[src/brc_pkg.sv]
// Shared types, constants and helpers for the bit-sliced block rank counter.
// Depends on nothing; every module refers to it by scoped names.
package brc_pkg;

	localparam int WORDS_PER_BLOCK = 4;
	localparam int WORD_IDX_W      = (WORDS_PER_BLOCK > 1) ? $clog2(WORDS_PER_BLOCK) : 1;
	localparam int WORD_BITS       = 64;
	localparam int WORD_LSB_W      = 6;
	localparam int NUM_PLANES      = 5;
	localparam int NUC_PLANES      = 2;
	localparam int CODE_W          = 5;
	localparam int QPOS_W          = 8;
	localparam int QHI_W           = QPOS_W - WORD_LSB_W;
	localparam int CMP_W           = (WORD_IDX_W > QHI_W) ? WORD_IDX_W : QHI_W;
	localparam int COUNT_W         = 9;
	localparam int POP_W           = 7;

	localparam int IN_BITS      = NUM_PLANES * WORD_BITS + CODE_W + QPOS_W;
	localparam int S_TDATA_W    = ((IN_BITS + 7) / 8) * 8;
	localparam int CODE_LSB     = NUM_PLANES * WORD_BITS;
	localparam int QPOS_LSB     = CODE_LSB + CODE_W;
	localparam int M_TDATA_W    = ((COUNT_W + 7) / 8) * 8;

	localparam int FIFO_DEPTH   = 2;
	localparam int FIFO_PTR_W   = 1;
	localparam int FIFO_CNT_W   = 2;

	localparam logic [WORD_IDX_W-1:0] LAST_WORD = WORD_IDX_W'(WORDS_PER_BLOCK - 1);

	// alphabet_mode encodings
	localparam logic MODE_NUC   = 1'b0;
	localparam logic MODE_AMINO = 1'b1;

	// One classified word: position-masked match vector, end-of-block mark.
	typedef struct packed {
		logic [WORD_BITS-1:0] match;
		logic                 last;
	} brc_entry_t;

	function automatic logic [POP_W-1:0] popcount64(input logic [WORD_BITS-1:0] v);
		logic [POP_W-1:0] n;
		n = '0;
		for (int i = 0; i < WORD_BITS; i++) begin
			n = n + POP_W'(v[i]);
		end
		return n;
	endfunction

endpackage

[src/bitsliced_block_rank_count_top.sv]
// Top level of the bit-sliced block rank counter: front end, word queue, back end.
// Depends on brc_pkg, brc_front, brc_fifo and brc_back.
//
// Channel   Dir  Beat contents (low bit first)
// s_*       in   plane0..plane4 words, symbol_code, query_pos (one block word)
// m_*       out  occurrence_count (one per block, after the last word)
// cfg_*     in   alphabet_mode (0 nucleotide / 1 amino acid)
//
// Throughput: one input beat per cycle while s_tready is high. The front end
// classifies a word in the accept cycle and writes it to a two-entry queue; the
// back end popcounts and accumulates one queued word per cycle unless a last word
// waits for the output slot, and registers each block total for m_*. s_tready drops
// only when the queue is full, only while m_tready low holds a finished total.
// Reset clears the mode, word counter, accumulator, queue and output valid.
module bitsliced_block_rank_count_top (
	input  logic                           clk,
	input  logic                           arst_n,
	// alphabet mode register write
	input  logic                           cfg_wr_en,
	input  logic                           cfg_wr_data,
	// input stream
	input  logic                           s_tvalid,
	output logic                           s_tready,
	// [63:0] plane0_word, [127:64] plane1_word, [191:128] plane2_word,
	// [255:192] plane3_word, [319:256] plane4_word, [324:320] symbol_code,
	// [332:325] query_pos, [335:333] zero
	input  logic [brc_pkg::S_TDATA_W-1:0]  s_tdata,
	// output stream
	output logic                           m_tvalid,
	input  logic                           m_tready,
	// [8:0] occurrence_count, [15:9] zero
	output logic [brc_pkg::M_TDATA_W-1:0]  m_tdata
);

	logic                 q_push;
	logic                 q_full;
	logic                 q_pop;
	logic                 q_not_empty;
	brc_pkg::brc_entry_t  q_in;
	brc_pkg::brc_entry_t  q_head;

	// Front end: mode register, word counter, compare and position mask.
	brc_front u_front (
		.clk         (clk),
		.arst_n      (arst_n),
		.cfg_wr_en   (cfg_wr_en),
		.cfg_wr_data (cfg_wr_data),
		.s_tvalid    (s_tvalid),
		.s_tready    (s_tready),
		.s_tdata     (s_tdata),
		.q_full      (q_full),
		.q_push      (q_push),
		.q_entry     (q_in)
	);

	// Decouples the two sides so the front keeps taking words during a stall, until the queue fills.
	brc_fifo u_fifo (
		.clk        (clk),
		.arst_n     (arst_n),
		.push       (q_push),
		.push_entry (q_in),
		.full       (q_full),
		.pop        (q_pop),
		.not_empty  (q_not_empty),
		.head       (q_head)
	);

	// Back end: popcount, per-block accumulation, output register.
	brc_back u_back (
		.clk         (clk),
		.arst_n      (arst_n),
		.q_not_empty (q_not_empty),
		.q_head      (q_head),
		.q_pop       (q_pop),
		.m_tvalid    (m_tvalid),
		.m_tready    (m_tready),
		.m_tdata     (m_tdata)
	);

endmodule

[src/brc_front.sv]
// Front end: accepts input beats, holds the alphabet mode and word counter,
// and turns each word into a position-masked match vector. Uses brc_pkg.
module brc_front (
	input  logic                           clk,
	input  logic                           arst_n,
	input  logic                           cfg_wr_en,
	input  logic                           cfg_wr_data,
	input  logic                           s_tvalid,
	output logic                           s_tready,
	input  logic [brc_pkg::S_TDATA_W-1:0]  s_tdata,
	input  logic                           q_full,
	output logic                           q_push,
	output brc_pkg::brc_entry_t            q_entry
);

	logic                              mode_q;
	logic [brc_pkg::WORD_IDX_W-1:0]    wcnt_q;
	logic [brc_pkg::CODE_W-1:0]        code;
	logic [brc_pkg::QPOS_W-1:0]        qpos;
	logic [brc_pkg::WORD_BITS-1:0]     plane_word [brc_pkg::NUM_PLANES];
	logic [brc_pkg::WORD_BITS-1:0]     match;
	logic [brc_pkg::WORD_BITS-1:0]     pos_mask;
	logic [brc_pkg::CMP_W-1:0]         qhi;
	logic [brc_pkg::CMP_W-1:0]         widx;
	logic                              is_last;

	assign s_tready = !q_full;
	assign q_push   = s_tvalid && !q_full;

	assign code = s_tdata[brc_pkg::CODE_LSB +: brc_pkg::CODE_W];
	assign qpos = s_tdata[brc_pkg::QPOS_LSB +: brc_pkg::QPOS_W];

	always_comb begin
		for (int p = 0; p < brc_pkg::NUM_PLANES; p++) begin
			plane_word[p] = s_tdata[p*brc_pkg::WORD_BITS +: brc_pkg::WORD_BITS];
		end
	end

	// All active planes must agree with the code bit at a position.
	always_comb begin
		match = '1;
		for (int p = 0; p < brc_pkg::NUM_PLANES; p++) begin
			if (p < brc_pkg::NUC_PLANES || mode_q == brc_pkg::MODE_AMINO) begin
				match = match & (code[p] ? plane_word[p] : ~plane_word[p]);
			end
		end
	end

	// Word fully below query: all ones; word holding query: thermometer; above: none.
	assign qhi  = brc_pkg::CMP_W'(qpos[brc_pkg::QPOS_W-1:brc_pkg::WORD_LSB_W]);
	assign widx = brc_pkg::CMP_W'(wcnt_q);

	always_comb begin
		for (int i = 0; i < brc_pkg::WORD_BITS; i++) begin
			if (qhi > widx) begin
				pos_mask[i] = 1'b1;
			end else if (qhi == widx) begin
				pos_mask[i] = (brc_pkg::WORD_LSB_W'(i) <= qpos[brc_pkg::WORD_LSB_W-1:0]);
			end else begin
				pos_mask[i] = 1'b0;
			end
		end
	end

	assign is_last       = (wcnt_q == brc_pkg::LAST_WORD);
	assign q_entry.match = match & pos_mask;
	assign q_entry.last  = is_last;

	always_ff @(posedge clk or negedge arst_n) begin
		if (!arst_n) begin
			mode_q <= brc_pkg::MODE_NUC;
			wcnt_q <= '0;
		end else begin
			if (cfg_wr_en) begin
				mode_q <= cfg_wr_data;
			end
			if (q_push) begin
				wcnt_q <= is_last ? '0 : wcnt_q + 1'b1;
			end
		end
	end

endmodule

[src/brc_fifo.sv]
// Two-entry queue of classified words between front and back end.
// Uses brc_pkg for the entry type and depth constants.
module brc_fifo (
	input  logic                 clk,
	input  logic                 arst_n,
	input  logic                 push,
	input  brc_pkg::brc_entry_t  push_entry,
	output logic                 full,
	input  logic                 pop,
	output logic                 not_empty,
	output brc_pkg::brc_entry_t  head
);

	brc_pkg::brc_entry_t              mem_q [brc_pkg::FIFO_DEPTH];
	logic [brc_pkg::FIFO_PTR_W-1:0]   wr_ptr_q;
	logic [brc_pkg::FIFO_PTR_W-1:0]   rd_ptr_q;
	logic [brc_pkg::FIFO_CNT_W-1:0]   cnt_q;

	assign full      = (cnt_q == brc_pkg::FIFO_CNT_W'(brc_pkg::FIFO_DEPTH));
	assign not_empty = (cnt_q != '0);
	assign head      = mem_q[rd_ptr_q];

	always_ff @(posedge clk) begin
		if (push) begin
			mem_q[wr_ptr_q] <= push_entry;
		end
	end

	always_ff @(posedge clk or negedge arst_n) begin
		if (!arst_n) begin
			wr_ptr_q <= '0;
			rd_ptr_q <= '0;
			cnt_q    <= '0;
		end else begin
			if (push) begin
				wr_ptr_q <= wr_ptr_q + 1'b1;
			end
			if (pop) begin
				rd_ptr_q <= rd_ptr_q + 1'b1;
			end
			unique case ({push, pop})
				2'b10:   cnt_q <= cnt_q + 1'b1;
				2'b01:   cnt_q <= cnt_q - 1'b1;
				default: cnt_q <= cnt_q;
			endcase
		end
	end

endmodule

[src/brc_back.sv]
// Back end: popcounts queued match vectors, accumulates per block and holds
// the block total in the output register. Uses brc_pkg.
module brc_back (
	input  logic                           clk,
	input  logic                           arst_n,
	input  logic                           q_not_empty,
	input  brc_pkg::brc_entry_t            q_head,
	output logic                           q_pop,
	output logic                           m_tvalid,
	input  logic                           m_tready,
	output logic [brc_pkg::M_TDATA_W-1:0]  m_tdata
);

	logic [brc_pkg::COUNT_W-1:0] acc_q;
	logic [brc_pkg::COUNT_W-1:0] out_count_q;
	logic                        out_valid_q;
	logic [brc_pkg::COUNT_W-1:0] total;
	logic                        out_free;

	// A finished total can only move in when the output slot is empty or drains this cycle.
	assign out_free = !out_valid_q || m_tready;
	assign q_pop    = q_not_empty && (!q_head.last || out_free);
	assign total    = acc_q + brc_pkg::COUNT_W'(brc_pkg::popcount64(q_head.match));

	assign m_tvalid = out_valid_q;
	assign m_tdata  = brc_pkg::M_TDATA_W'(out_count_q);

	always_ff @(posedge clk) begin
		if (q_pop && q_head.last) begin
			out_count_q <= total;
		end
	end

	always_ff @(posedge clk or negedge arst_n) begin
		if (!arst_n) begin
			acc_q       <= '0;
			out_valid_q <= 1'b0;
		end else begin
			if (q_pop) begin
				acc_q <= q_head.last ? '0 : total;
			end
			if (q_pop && q_head.last) begin
				out_valid_q <= 1'b1;
			end else if (m_tready) begin
				out_valid_q <= 1'b0;
			end
		end
	end

endmodule
[config.mk]
export PLATFORM = sky130hd
export DESIGN_NAME = bitsliced_block_rank_count_top
export DESIGN_NICKNAME = d
export VERILOG_FILES = /design/src/brc_pkg.sv /design/src/bitsliced_block_rank_count_top.sv /design/src/brc_front.sv /design/src/brc_fifo.sv /design/src/brc_back.sv
export SDC_FILE = /design/constraint.sdc
export NUM_CORES = 1
export LEC_CHECK = 0
export BUFFER_PORTS_ARGS = -buffer_cell sky130_fd_sc_hd__buf_2
export CORE_MARGIN = 3
export CORE_UTILIZATION = 38
export CTS_CLUSTER_SIZE = 8
export DETAILED_ROUTE_END_ITERATION = 16
export PLACE_DENSITY = 0.62
export RECOVER_POWER = 100
export SLEW_MARGIN = 5
export SYNTH_ARGS = -nofsm -noshare
export SYNTH_HDL_FRONTEND = slang
export SYNTH_SLANG_ARGS = --single-unit
[constraint.sdc]
create_clock -name clk -period 7.7 [get_ports clk]
set_input_delay 0 -clock clk [delete_from_list [all_inputs] [get_ports clk]]
set_output_delay 0 -clock clk [all_outputs]
set_load 0.02 [all_outputs]
# Word level (Yosys, flattened, before mapping)

Memory sizes are Yosys's and may differ from the RTL's.
Index checks and enable logic that the tools add are counted.

Add/sub/neg operators: 69
Order comparisons: 65
Equal/unequal tests: 5
Muxes and demuxes: 143
Bitwise logic cells: 10
Reductions and logical operators: 11

Operators by type and width:

| operator              | number |
|---|---|
| $mux W64              | 8 |
| $add A7 B1 Y7         | 62 |
| $and A64 B64 Y64      | 5 |
| $not A64 Y64          | 5 |
| $le A6 B6 Y1 const A  | 32 |
| $mux W1               | 132 |
| $le A5 B6 Y1 const A  | 16 |
| $le A4 B6 Y1 const A  | 8 |
| $le A3 B6 Y1 const A  | 4 |
| $le A1 B6 Y1 const A  | 2 |
| $le A2 B6 Y1 const A  | 2 |
| $add A9 B7 Y9         | 1 |
| $mux W9               | 1 |
| $eq A2 B2 Y1 const B  | 3 |
| $reduce_bool A2 Y1    | 3 |
| $add A2 B1 Y2 const B | 2 |
| $pmux W2 S2           | 1 |
| $logic_and A1 B1 Y1   | 3 |
| $logic_not A1 Y1      | 3 |
| $add A1 B1 Y1 const B | 2 |
| $add A1 B1 Y2         | 1 |
| $eq A2 B1 Y1 const B  | 1 |
| $eq A2 B2 Y1          | 1 |
| $gt A2 B2 Y1          | 1 |
| other kinds (3)       | 4 |

Flip-flop bits (word level): 26
Memory bits (writable): 130
Output and inout bits: 18
Word-level logic and storage cells: 312
Memories: 1

Memory list:

| name         | words | bits a word | read ports | clocked after Yosys merged registers in | write ports | RTL line       | RTL |
|---|---|---|---|---|---|---|---|
| u_fifo.mem_q | 2     | 65          | 1          | 0                                       | 1           | brc_fifo.sv:14 | `brc_pkg::brc_entry_t mem_q [brc_pkg::FIFO_DEPTH];` |

# Logic depth before layout (Yosys ltp)

An unclocked memory read counts as a cell.

Depth after elaboration: 66
Mapped depth: 28
Mapped depth without buffers: 26

# Cells and area by module

Synthesis repeated with hierarchy kept, for this count alone.

Cell total of the unflattened synthesis: 1175
Area, all modules: 12861.1 um2

By module, submodules not included:

| module    | instances | cells each | area an instance (um2) | sequential area each (um2) |
|---|---|---|---|---|
| brc_fifo  | 1         | 218        | 5038.6                 | 4003.8 |
| brc_front | 1         | 687        | 5027.3                 | 75.1 |
| brc_back  | 1         | 270        | 2795.2                 | 520.5 |

# Worst setup path before layout

Ideal clock, no wire load.

Path kind: reg2reg
Start point: register u_fifo.rd_ptr_q
End point: register u_back.out_count_q[7] (netlist name), data pin
Setup time: 0.262 ns
Arrival: 7.929 ns
Setup slack: -0.492 ns
Cell stages (with the launch flop): 25
Path buffers: 2
Clock period less this slack: 8.192 ns
Path through: dfrtp_1 > buf_1 > buf_2 > mux2_2 > ha_1 > fa_1 > fa_1 > fa_1 > fa_1 > fa_1 > fa_1 > fa_1 > inv_1 > fa_1 > fa_1 > fa_1 > o21ai_0 > a21oi_1 > o21ai_0 > a21o_1 > ha_1 > a21oi_1 > nand2b_1 > o21ai_0 > xnor2_1

Cells in the longest elaborated chain, start to end: 65

RTL lines:

| what                            | RTL line       | RTL |
|---|---|---|
| start, declared                 | brc_fifo.sv:16 | `logic [brc_pkg::FIFO_PTR_W-1:0] rd_ptr_q;` |
| start signal, assigned          | brc_fifo.sv:39 | `rd_ptr_q <= rd_ptr_q + 1'b1;` |
| $mem_v2 Z2 W65 *                | n/a            |  |
| $add A1 B1 Y2                   | brc_pkg.sv:44  | `n = n + POP_W'(v[i]);` |
| $add A7 B1 Y7 (61 in a row)     | brc_pkg.sv:44  |  |
| $add A7 B1 Y7 *                 | brc_pkg.sv:44  |  |
| $add A9 B7 Y9 *                 | brc_back.sv:23 | `assign total = acc_q + brc_pkg::COUNT_W'(brc_pkg::popcount64(q_head.match));` |
| named net u_back.total, one bit | brc_back.sv:17 | `logic [brc_pkg::COUNT_W-1:0] total;` |
| end signal, assigned            | brc_back.sv:30 | `out_count_q <= total;` |
| end, declared                   | brc_back.sv:15 | `logic [brc_pkg::COUNT_W-1:0] out_count_q;` |

The timed path passes the listed nets; every way through them passes the cells marked *.
A chain may end at the register's enable or synchronous reset.

# Worst setup path after layout

Start point: register u_fifo.rd_ptr_q
End point: register u_back.out_count_q[8] (netlist name), data pin

Same word-level chain as after synthesis.

==> impl_metrics.env <==
export IMPL_wl_mm=39.2
export IMPL_hold_violations=0
export IMPL_first_pass_iters=5
export IMPL_pin_count=360
export IMPL_grt_max_degree=66
export IMPL_min_path_cells=4
export IMPL_clock_skew_ns=0.0176
export IMPL_area_growth_pct=24.8
export IMPL_synth_edf_count=139
export IMPL_crit_type="register to register"
export IMPL_fin_crit_ns=7.71
export IMPL_violations="negative setup slack"
export IMPL_syn_area_um2=12300
export IMPL_fin_crit_sh_pct=100
export IMPL_gp_congestion=0.879
export IMPL_ff2ff_setup_slack_ns=-0.01
export IMPL_die_width_um=186
export IMPL_num_vias=9897
export IMPL_pre_cts_ws_ns=-0.183
export IMPL_outcome="finished with violations"
export IMPL_synth_compound_area_share_pct=8.32
export IMPL_port_buffers=349
export IMPL_avgSynthCellArea_um2=11.0
export IMPL_fmaxAchievable_ghz=0.130
export IMPL_crit_chain="buf_12, buf_6, mux2_4, fa_1, fa_1, inv_2, fa_2, inv_2, fa_2, fa_1, fa_2, fa_1, inv_1, fa_1, fa_2, fa_2, buf_6, xnor2_2, ha_1, nor2b_4, o31a_1, o211a_1, xor2_1"
export IMPL_setup_viol=1
export IMPL_rsz0062_at_grt="yes"
export IMPL_synth_top_family_by_area="XOR/XNOR gates"
export IMPL_grt_pass1_wl_mm=57.1
export IMPL_dp_hpwl_mm=31.6
export IMPL_num_rows=65
export IMPL_post_drt_wl_per_cell_um=20.5
export IMPL_slew_headroom_pct=15.9
export IMPL_tns_ns=-0.0148
export IMPL_drive_gt1_share_pct=33.4
export IMPL_clkTransAtPathRegs_ns=0.08
export IMPL_synthFlopType="edfxtp_1"
export IMPL_cts_sink_count=156
export IMPL_synthTopCellsByCount="304 x xnor2_1, 139 x edfxtp_1, 97 x nand3_1, 56 x inv_1, 55 x fa_1"
export IMPL_drt_initial_drc_count=849
export IMPL_final_nets=1893
export IMPL_cts_buffers=17
export IMPL_slew_viol_final=0
export IMPL_critPathBufInv=6
export IMPL_synth_fa_ha_area_share_pct=11.7
export IMPL_async_reset_ff_share_pct=10.9
export IMPL_vias_per_cell=5.16
export IMPL_core_area_um2=31800
export IMPL_grt_pass1_vias=9763
export IMPL_die_h_um=186
export IMPL_hold_end="u_fifo.mem_q[0][40]$_DFFE_PP_"
export IMPL_grt_overflow=0
export IMPL_postRouteAntennaNets=0
export IMPL_synth_most_common_cell="xnor2_1"
export IMPL_fillers=2979
export IMPL_r2r_start="u_fifo.rd_ptr_q$_DFFE_PN0P_"
export IMPL_worstMarginPinSlew_ns=1.23
export IMPL_initial_core_util_pct=38.8
export IMPL_yosys_cell_types_count=51
export IMPL_htree_levels=4
export IMPL_track_usage_pct=22.0
export IMPL_hp_class="input pin to register"
export IMPL_route_detailed_drc=0
export IMPL_yosysSeqAreaShare_pct=37.3
export IMPL_clockRootBuffer="clkbuf_16"
export IMPL_cpPeakStageDelay_ns=0.59
export IMPL_cap_violations=0
export IMPL_crit_family="adder cells"
export IMPL_cts_tree="done"
export IMPL_cts_buffer_depth=2
export IMPL_synth_mux_area_share_pct=5.98
export IMPL_antenna_found_initial=2
export IMPL_ys_top_cells_by_area="edfxtp_1 34%, xnor2_1 22%, fa_1 8.9%"
export IMPL_cp_required_ns=7.87
export IMPL_ys_seq_elements=156
export IMPL_r2r_end="u_back.out_count_q[8]$_DFFE_PP_"
export IMPL_synth_simple_area_share_pct=8.16
export IMPL_clk_latency_ns=0.43
export IMPL_holdCritStartpoint="s_tdata[39]"
export IMPL_endpoint_kind="register"
export IMPL_crit_slowest_cell="fa_1"
export IMPL_ys_warn_count=0
export IMPL_timing_final_ws_setup_ns=-0.0148
export IMPL_synth_top_cell_by_area="edfxtp_1"
export IMPL_worst_endpoint_arrival_ns=7.89
export IMPL_synthXorXnorAreaFrac_pct=23.5
export IMPL_die_area_um2=34600
export IMPL_synthCells=1122
export IMPL_reg2regPathDepth=23
export IMPL_crit_path_max_fanout=7
export IMPL_synth_top_area_share_pct=33.9
export IMPL_critPathLaunchType="register"
worst register-to-register path, stage by stage, from the launching register on:
cell,delay (ns)
dfrtp_2,0.45
buf_12,0.16
buf_6,0.12
mux2_4,0.30
fa_1,0.51
fa_1,0.59
inv_2,0.05
fa_2,0.53
inv_2,0.05
fa_2,0.58
fa_1,0.44
fa_2,0.48
fa_1,0.51
inv_1,0.05
fa_1,0.46
fa_2,0.40
fa_2,0.38
buf_6,0.13
xnor2_2,0.11
ha_1,0.30
nor2b_4,0.14
o31a_1,0.30
o211a_1,0.29
xor2_1,0.15
worst max path at each step:
stage,start,end,slack (ns),cells after the start
2_1_floorplan,u_fifo.rd_ptr_q$_DFFE_PN0P_,u_back.out_count_q[8]$_DFFE_PP_,0.02,22
4_1_cts,u_fifo.rd_ptr_q$_DFFE_PN0P_,u_back.out_count_q[8]$_DFFE_PP_,0.007,24
3_3_place_gp,u_fifo.rd_ptr_q$_DFFE_PN0P_,u_back.out_count_q[8]$_DFFE_PP_,-0.01,25
5_1_grt,u_fifo.rd_ptr_q$_DFFE_PN0P_,u_back.acc_q[7]$_DFFE_PN0P_,-0.27,28
6_report,u_fifo.rd_ptr_q$_DFFE_PN0P_,u_back.out_count_q[8]$_DFFE_PP_,-0.01,23
3_5_place_dp,u_fifo.rd_ptr_q$_DFFE_PN0P_,u_back.out_count_q[7]$_DFFE_PP_,-0.18,25
cell usage in the layout (no fill, tap or decap), types with 6 or more instances in the layout:
cell             n
nand3_1         97
a211oi_1        12
mux2i_1         23
xor2_1          27
buf_4           40
mux2_2          44
buf_2          332
inv_1           54
fa_2             6
edfxtp_1       139
a22o_1           7
fa_1            49
nand4_1         18
dfrtp_1         15
a2111oi_0        9
a221oi_1        20
nand2b_1         7
dlygate4sd3_1    6
o21ai_0         28
ha_1            25
nor2_1          16
a21oi_1         39
conb_1           7
xnor2_1        302
nand2_1         29
clkbuf_16       17
clkbuf_1        12
sequential cells by signal (all words and copies together) (netlist names):
signal	cells
u_front.wcnt_q	2
u_front.mode_q	1
u_fifo.rd_ptr_q	1
u_back.out_count_q	9
u_fifo.wr_ptr_q	1
u_fifo.mem_q	130
u_back.m_tvalid	1
u_back.acc_q	9
u_fifo.cnt_q	2
layer usage:
metal  part of all wire (%)  vias up  track usage [%]
met5                      0        -                0
met2                     51      412             38.6
met4                    2.3        0             5.57
met1                     40     4816             28.5
li1                       -     4606                -
met3                    5.9       63             3.48
stage by stage:
| stage | util [%] | hold slack, ns | cells | area [µm²] |
|---|---|---|---|---|
| after floorplan | - | -0.296 | 1128 | 12400 |
| after global placement | 45.6 | -0.0348 | 1867 | 14500 |
| after detailed placement | 45.6 | -0.0267 | 1867 | 14500 |
| after CTS | 47.9 | 0.000507 | 1909 | 15200 |
| after global routing | 48.4 | 0.0136 | 1918 | 15400 |
| final | 48.4 | 0.00931 | 1918 | 15400 |
cell type report:
type                    count  area [µm²]  share of cell area (%)
flip-flops and latches    156        4600                    29.9
well taps                 435         544                    3.54
clock buffers              17         425                    2.77
diodes                      2        5.00                  0.0325
clock inverters            14         128                   0.830
repair buffers            399        2210                    14.3
inverters                  56         210                    1.37
multi-input cells         839        7260                    47.2
cells by family (layout without fill, tap and decap cells):
logic type | after synthesis | after routing
AO/OA/AOI/OAI | 155 | 155
adder cells (fa/ha/maj) | 82 | 82
other | 1 | 9
multiplexers | 68 | 68
AND/OR/NAND/NOR | 196 | 196
flip-flops | 156 | 156
buffers and inverters | 133 | 486
XOR/XNOR | 331 | 331
what timing repair did:
action / CTS / global route
pin swaps: 19 / 34
cloned: 1 / 0
setup buffers: 4 / 7
endpoints found under the setup margin: 8 / 12
gates resized for setup: 11 / 31
hold buffers: 6 / 0
endpoints found under the hold margin: 21 / 0
Power is not shown: default switching activity piles up to over one toggle a cycle in this logic, so the estimate is an artifact.
